`config.mk`:
```
export PLATFORM = sky130hd
export DESIGN_NAME = mmc_mac
export DESIGN_NICKNAME = d
export VERILOG_FILES = /design/src/hw/rtl/mmc_pkg.sv /design/src/hw/rtl/mmc_mac.sv
export SDC_FILE = /design/constraint.sdc
export NUM_CORES = 2
export LEC_CHECK = 0
export BUFFER_PORTS_ARGS = -buffer_cell sky130_fd_sc_hd__buf_2
export CAP_MARGIN = 10
export CORE_MARGIN = 5
export CORE_UTILIZATION = 64
export CTS_CLUSTER_SIZE = 30
export DETAILED_ROUTE_END_ITERATION = 8
export PLACE_DENSITY_LB_ADDON = 0.3
export SETUP_SLACK_MARGIN = 0.3
export SYNTH_ARGS = -nofsm -noshare
export SYNTH_HDL_FRONTEND = slang
export SYNTH_SLANG_ARGS = --single-unit
export TNS_END_PERCENT = 10
```
`constraint.sdc`:
```
create_clock -name clk -period 14.3 [get_ports clk]
set_input_delay 2.145 -clock clk [delete_from_list [all_inputs] [get_ports clk]]
set_output_delay 2.145 -clock clk [all_outputs]
set_load 0.01 [all_outputs]
```
`src/hw/rtl/mmc_pkg.sv`:
```
// Package for the Montgomery CIOS multiplier core.
// Channel payload types, register indexes, sequencer codes and limb width.
// No dependencies.
`default_nettype none
package mmc_pkg;

  localparam int LIMB_W = 64;

  // input transfer: one limb of a, b and n
  typedef struct packed {
    logic [4:0]        limb_index;
    logic [LIMB_W-1:0] a_limb;
    logic [LIMB_W-1:0] b_limb;
    logic [LIMB_W-1:0] n_limb;
    logic              last_limb;
  } mmc_in_t;

  // output transfer: one limb of the product
  typedef struct packed {
    logic [5:0]        result_index;
    logic [LIMB_W-1:0] result_limb;
    logic              last_result;
  } mmc_out_t;

  // control of the shared multiply-accumulate unit
  typedef struct packed {
    logic load;
    logic step;
  } mmc_mac_ctl_t;

  // register indexes (paddr[4:3])
  localparam logic [1:0] REG_LIMB_COUNT = 2'd0;
  localparam logic [1:0] REG_A_LENGTH   = 2'd1;
  localparam logic [1:0] REG_B_LENGTH   = 2'd2;
  localparam logic [1:0] REG_N0_INVERSE = 2'd3;

  // round phases
  localparam logic [1:0] PH_AB = 2'd0;
  localparam logic [1:0] PH_M  = 2'd1;
  localparam logic [1:0] PH_MN = 2'd2;

  // sequencer states
  localparam logic [3:0] ST_IDLE  = 4'd0;
  localparam logic [3:0] ST_RSTRT = 4'd1;
  localparam logic [3:0] ST_RD    = 4'd2;
  localparam logic [3:0] ST_LD    = 4'd3;
  localparam logic [3:0] ST_MUL   = 4'd4;
  localparam logic [3:0] ST_WR    = 4'd5;
  localparam logic [3:0] ST_TOP   = 4'd6;
  localparam logic [3:0] ST_SH    = 4'd7;
  localparam logic [3:0] ST_SW    = 4'd8;
  localparam logic [3:0] ST_OUT   = 4'd9;
  localparam logic [3:0] ST_OL    = 4'd10;
  localparam logic [3:0] ST_OW    = 4'd11;

endpackage
`default_nettype wire

```
`src/hw/rtl/mmc_mac.sv`:
```
// Shared 64x64 multiply-accumulate unit: t + c + x*y into 128 bits.
// One 32x32 multiplier, one partial product per step. Uses mmc_pkg.
`default_nettype none
module mmc_mac
  import mmc_pkg::*;
(
  input  wire logic                clk,
  input  wire logic                rst_n,
  input  wire mmc_mac_ctl_t        ctl,
  input  wire logic [LIMB_W-1:0]   x,
  input  wire logic [LIMB_W-1:0]   y,
  input  wire logic [LIMB_W-1:0]   t,
  input  wire logic [LIMB_W-1:0]   c,
  output logic [2*LIMB_W-1:0]      prod,
  output logic                     last
);

  localparam int HW = LIMB_W / 2;

  logic [LIMB_W-1:0]   x_r, y_r;
  logic [2*LIMB_W-1:0] prod_r, prod_nxt;
  logic [1:0]          cnt_r, cnt_nxt;
  logic [HW-1:0]       xh, yh;
  logic [LIMB_W-1:0]   pp;
  logic [2*LIMB_W-1:0] pp_sh;

  // pick halves: low*low, low*high, high*low, high*high
  always_comb begin
    xh = cnt_r[1] ? x_r[LIMB_W-1:HW] : x_r[HW-1:0];
    yh = cnt_r[0] ? y_r[LIMB_W-1:HW] : y_r[HW-1:0];
    pp = xh * yh;
    case (cnt_r)
      2'd0:    pp_sh = {{LIMB_W{1'b0}}, pp};
      2'd3:    pp_sh = {pp, {LIMB_W{1'b0}}};
      default: pp_sh = {{HW{1'b0}}, pp, {HW{1'b0}}};
    endcase
  end

  always_comb begin
    prod_nxt = prod_r;
    cnt_nxt  = cnt_r;
    if (ctl.load) begin
      prod_nxt = {{LIMB_W{1'b0}}, t} + {{LIMB_W{1'b0}}, c};
      cnt_nxt  = 2'd0;
    end else if (ctl.step) begin
      prod_nxt = prod_r + pp_sh;
      cnt_nxt  = cnt_r + 2'd1;
    end
  end

  always_ff @(posedge clk) begin
    if (!rst_n) begin
      cnt_r <= 2'd0;
    end else begin
      cnt_r <= cnt_nxt;
    end
    prod_r <= prod_nxt;
    if (ctl.load) begin
      x_r <= x;
      y_r <= y;
    end
  end

  assign prod = prod_r;
  assign last = (cnt_r == 2'd3);

endmodule
`default_nettype wire
```
Word level (Yosys, flattened, before mapping) --
Cells that the tools add are included.
Storage, ports and cells: flip-flop bits (word level) 258, latch bits 0, RAM bits 0, ROM bits 0, bits of input ports 260, output and inout port bits 129, logic and storage cells 18, memories 0
Operators by class: add/sub/neg operators 3, $mul 1, divide/modulo/power cells 0, magnitude comparators 0, eq/ne operators 1, shifts and indexed selects 0, mux-type cells 5, bitwise gates (word level) 1, reductions and logical operators 3
Operators with widths (number):
- $mux W128 | 2
- $pmux W128 S2 | 1
- $add A128 B128 Y128 | 1
- $add A64 B64 Y65 | 1
- $mul A32 B32 Y64 | 1
- $mux W32 | 2
- $add A2 B1 Y2 const B | 1
- $eq A2 B2 Y1 const B | 1
- $logic_not A2 Y1 | 1
- $reduce_bool A2 Y1 | 1
- $reduce_or A2 Y1 | 1
- $not A1 Y1 | 1

Logic depth before layout (Yosys ltp) --
depth in word-level cells 6, gate-level depth with buffers 48, mapped depth without buffers 42

Worst setup path before layout --
Ideal clock, no wire load.
path kind register -> register, start register cnt_r[1], end register prod_r[122], in the netlist prod[122] (data pin), setup time 260 ps, data arrival time 11433 ps, required time 14040 ps, setup slack 2607 ps, stages on the path, launching flop included 43, buffers on the path 4, clock period less this slack 11693 ps, path through dfxtp_1 -> clkbuf_1 -> clkbuf_1 -> buf_1 -> mux2i_1 -> clkbuf_1 -> nor2_1 -> fa_1 -> inv_1 -> fa_1 -> fa_1 -> fa_1 -> inv_1 -> fa_1 -> inv_1 -> fa_1 -> inv_1 -> fa_1 -> (+7 left out) -> a21oi_1 -> a41o_1 -> a21oi_1 -> xnor2_1 -> a22o_1 -> ha_1 -> a21oi_1 -> o21ai_0 -> a31oi_1 -> o21bai_1 -> or4_1 -> a41o_1 -> a31oi_1 -> o31ai_1 -> a21oi_1 -> o21ai_1 -> o21ai_0 -> mux2_2
On the way: longest elaborated chain between the ends 6, elaborated cells between the ends (all ways) 8, those cells by class add/sub (1); mul (1); eq/ne (1); mux (4); reduce/logical (1)
Ends and longest elaborated chain:
- start: declaration | RTL line mmc_mac.sv:22 | logic [1:0] cnt_r, cnt_nxt;
- start signal: assignment | RTL line mmc_mac.sv:55 | cnt_r <= cnt_nxt;
- $mux W32 | RTL line mmc_mac.sv:29 | xh = cnt_r[1] ? x_r[LIMB_W-1:HW] : x_r[HW-1:0];
- $mul A32 B32 Y64 | RTL line mmc_mac.sv:31 | pp = xh * yh;
- $pmux W128 S2 (*) | RTL line mmc_mac.sv:32 | case (cnt_r)
- $add A128 B128 Y128 (*) | RTL line mmc_mac.sv:46 | prod_nxt = prod_r + pp_sh;
- $mux W128 (*) | RTL line mmc_mac.sv:45 | end else if (ctl.step) begin
- $mux W128 (*) | RTL line mmc_mac.sv:42 | if (ctl.load) begin
- end signal: assignment | RTL line mmc_mac.sv:57 | prod_r <= prod_nxt;
- end: declaration | RTL line mmc_mac.sv:21 | logic [2*LIMB_W-1:0] prod_r, prod_nxt;
Every way passes the cells marked *; elsewhere a longest branch is shown, timed or not. The select of a mux whose other input is x is not followed. A chain may end at the register's enable or synchronous reset.

Worst setup path in the final report --
start register cnt_r[0], end register prod_r[122], in the netlist prod[122] (data pin)
On the way: longest elaborated chain between the ends 6, elaborated cells between the ends (all ways) 8, those cells by class add/sub (1); mul (1); eq/ne (1); mux (4); reduce/logical (1)
Ends and longest elaborated chain:
- $mux W32 | RTL line mmc_mac.sv:30 | yh = cnt_r[0] ? y_r[LIMB_W-1:HW] : y_r[HW-1:0];
- $mul A32 B32 Y64 | RTL line mmc_mac.sv:31
- $pmux W128 S2 (*) | RTL line mmc_mac.sv:32
- $add A128 B128 Y128 (*) | RTL line mmc_mac.sv:46
- $mux W128 (*) | RTL line mmc_mac.sv:45
- $mux W128 (*) | RTL line mmc_mac.sv:42
Marked as above.

==> flow_metrics.env <==
export IMPL_rr_endpoint="prod[122]$_SDFFCE_PP0P_"
export IMPL_cp_data_required_time_ns=14.63
export IMPL_grt_util_met1_pct=52.8
export IMPL_clock_sinks=258
export IMPL_rsz0062_at_grt="no"
export IMPL_clk_latency_ns=0.61
export IMPL_tightestPinTransition_ns=1.34
export IMPL_routedWlPerCell_um=26.2
export IMPL_cp_common_cell="fa_1"
export IMPL_slew_headroom_pct=9.82
export IMPL_grt_pass1_vias=49600
export IMPL_netlist_area_um2=54300
export IMPL_r2r_setup_slack_ns=0.72
export IMPL_finalSetupViolCount=0
export IMPL_die_area_um2=90700
export IMPL_row_count=106
export IMPL_cts_tree="done"
export IMPL_layout_drive_gt1_share_pct=10.7
export IMPL_nets=8015
export IMPL_hold_end="prod[0]$_DFFE_PP_"
export IMPL_pin_count=389
export IMPL_syn_avg_cell_area_um2=8.82
export IMPL_post_cts_buffers=0
export IMPL_dr_total_vias=47500
export IMPL_clockBufferDepth=3
export IMPL_ys_seq_area_share_pct=14.2
export IMPL_core_area_um2=83800
export IMPL_cts_buffers_inserted=36
export IMPL_initial_core_util_pct=64.7
export IMPL_worst_r2r_startpoint="cnt_r[0]$_SDFFE_PP0P_"
export IMPL_grt_busiest_layer="met2"
export IMPL_maxCapViolations=0
export IMPL_routed_wl_um=198000
export IMPL_period_minus_slack_ns=13.58
export IMPL_cp_end_kind="flip-flop"
export IMPL_dr_pass1_iters=6
export IMPL_fin_crit_sh_pct=95.0
export IMPL_first_iter_violations=5308
export IMPL_globalRouteMet2Util_pct=67.9
export IMPL_layout_common_cells="921 x inv_1, 898 x fa_1, 820 x nor2_1"
export IMPL_grt_usage_pct=43.4
export IMPL_cts_root_buffer="clkbuf_16"
export IMPL_die_y_um=301
export IMPL_holdPathStages=2
export IMPL_ant_nets=0
export IMPL_start_kind="flip-flop"
export IMPL_place_detailed_hpwl_um=162000
export IMPL_finalClockSkew_ns=0.0476
export IMPL_critPathSlowestCell="o31ai_1"
export IMPL_synthArstFlopShare_pct=0
export IMPL_hold_violations=0
export IMPL_port_buffer_count=388
export IMPL_ff2ff_path_depth=41
export IMPL_synthFlopType="edfxtp_1"
export IMPL_die_w_um=301
export IMPL_synth_cell_types=80
export IMPL_path_max_fanout=36
export IMPL_grt_use_met3_pct=11.7
export IMPL_min_path_type="flip-flop to flip-flop"
export IMPL_grt_pass1_wl_um=296000
export IMPL_final_common_cell="inv_1"
export IMPL_grt_max_degree=74
export IMPL_areaGrowthSynthToFinish_pct=8.51
export IMPL_hp_start="prod[0]$_DFFE_PP_"
export IMPL_status="complete, no violations"
export IMPL_synth_cells=6156
export IMPL_drc=0
export IMPL_worst_setup_path_type="flip-flop to flip-flop"
export IMPL_synth_edf_count=256
export IMPL_grt_overflow_total=0
export IMPL_htreeDepth=2
export IMPL_synth_seq_cells=258
export IMPL_tns_ns=0
export IMPL_antenna_found_initial=8
export IMPL_cp_slowest_stage_delay_ns=0.85
export IMPL_synth_fp_nets=7777
export IMPL_drv_slew=0
export IMPL_arrival_ns=13.92
export IMPL_ys_warnings_count=0
export IMPL_globalplace_congestion=1.05
export IMPL_viasPerCell=6.29
export IMPL_path_clk_slew_ns=0.06
export IMPL_max_freq_mhz=73.6
## final cells by class
class                      instances  area [um^2]
antenna                            4         10.0
clock buffer                      38          908
clock inverter                    28          344
fill                            6517        24900
inverter                         921         3460
multi-input combinational       4675        42200
sequential                       258         7730
tap                             1134         1420
timing repair buffer             502         2830
## worst max-delay path: cells and delay by family (launching register included)
family	cells	cell delay, ns
fa+ha+maj	10	4.79
flops	1	0.71
xor+xnor	1	0.50
buf+inv	7	1.17
compound gates	14	4.27
mux	2	0.77
simple gates	7	1.01
## synthesized netlist by cell type, types with 6 or more instances
cell type | instances | area [um^2]
edfxtp_1 | 256 | 7690
a221oi_1 | 8 | 70.1
mux2i_1 | 67 | 671
o2111ai_1 | 7 | 61.3
and2_1 | 71 | 444
o21ai_1 | 6 | 30.0
nor2_1 | 821 | 3080
mux2_1 | 14 | 158
a22o_1 | 48 | 420
fa_1 | 898 | 18000
a2111oi_0 | 6 | 52.6
o21a_1 | 23 | 173
and3_1 | 26 | 163
nand2_1 | 689 | 2590
o22ai_1 | 6 | 37.5
a21boi_0 | 15 | 113
o21ai_0 | 214 | 1070
a211oi_1 | 17 | 128
xor2_1 | 80 | 701
o211ai_1 | 11 | 82.6
or2_2 | 11 | 68.8
a31oi_1 | 36 | 225
inv_1 | 921 | 3460
nand3_1 | 43 | 215
buf_2 | 9 | 45.0
a41oi_1 | 6 | 52.6
mux2_2 | 54 | 608
or3_1 | 13 | 81.3
nor2b_1 | 32 | 200
buf_1 | 13 | 48.8
xnor2_1 | 156 | 1370
nor3_1 | 42 | 210
clkbuf_1 | 273 | 1020
o31ai_1 | 16 | 120
a21oi_1 | 366 | 1830
o21bai_1 | 72 | 541
nand4_1 | 85 | 532
a21o_1 | 129 | 968
nand2b_1 | 29 | 181
nor4_1 | 14 | 87.6
ha_1 | 463 | 5790
## routing by layer
| layer | wire (um) | share of wire, % | up-vias |
|---|---|---|---|
| met5 | 21 | 0.011 | - |
| met4 | 18500 | 9.3 | 4 |
| met3 | 24200 | 12 | 790 |
| met2 | 87200 | 44 | 3301 |
| met1 | 68000 | 34 | 23100 |
| li1 | - | - | 20400 |
## stage by stage
stage                     utilization, %  std cells  hold WS [ns]  area, um^2  setup WS (ns)
after floorplan                        -       6156         0.745       54300           2.61
after global placement              68.7       7489         0.691       57600           1.01
after detailed placement            68.7       7489         0.736       57600          0.983
after CTS                           70.2       7555         0.750       58800          0.909
after global routing                70.2       7556         0.805       58900          0.300
final                               70.3       7560         0.750       58900          0.716
## state kept, by name, summed over array words and instances, names as in the netlist
register  count
cnt_r         2
x_r          64
prod        128
y_r          64
## how the worst max path moves through the flow
stage	slack, ns	from	cells after the start	endpoint
after global routing	0.30	cnt_r[0]$_SDFFE_PP0P_	40	prod[121]$_SDFFCE_PP0P_
after floorplan	2.61	cnt_r[1]$_SDFFE_PP0P_	42	prod[122]$_SDFFCE_PP0P_
after detailed placement	0.98	cnt_r[0]$_SDFFE_PP0P_	40	prod[121]$_SDFFCE_PP0P_
after CTS	0.91	cnt_r[0]$_SDFFE_PP0P_	40	prod[122]$_SDFFCE_PP0P_
final	0.72	cnt_r[0]$_SDFFE_PP0P_	41	prod[122]$_SDFFCE_PP0P_
after global placement	1.01	cnt_r[0]$_SDFFE_PP0P_	39	prod[113]$_SDFFCE_PP0P_
## what timing repair did
item,4_1_cts,5_1_grt
resized for setup,0,3
hold buffers,0,0
setup endpoints to repair,0,2
## logic make-up (layout without fill, tap and decap cells)
kind of cell | after synthesis | in the layout | share of synthesized area [%]
AOI/OAI and AO/OA | 1034 | 1034 | 12.0
xor gates and xnor gates | 237 | 237 | 3.85
adders and majority gates | 1361 | 1361 | 43.8
buffers and inverters | 1224 | 1489 | 8.52
DFF | 258 | 258 | 14.2
muxes | 135 | 136 | 2.65
other | 0 | 4 | 0
and+or+nand+nor | 1907 | 1907 | 15.0
Power is left out: the tool's default activity adds up to more than one toggle a clock period on the data nets, which glitch-free logic cannot reach.
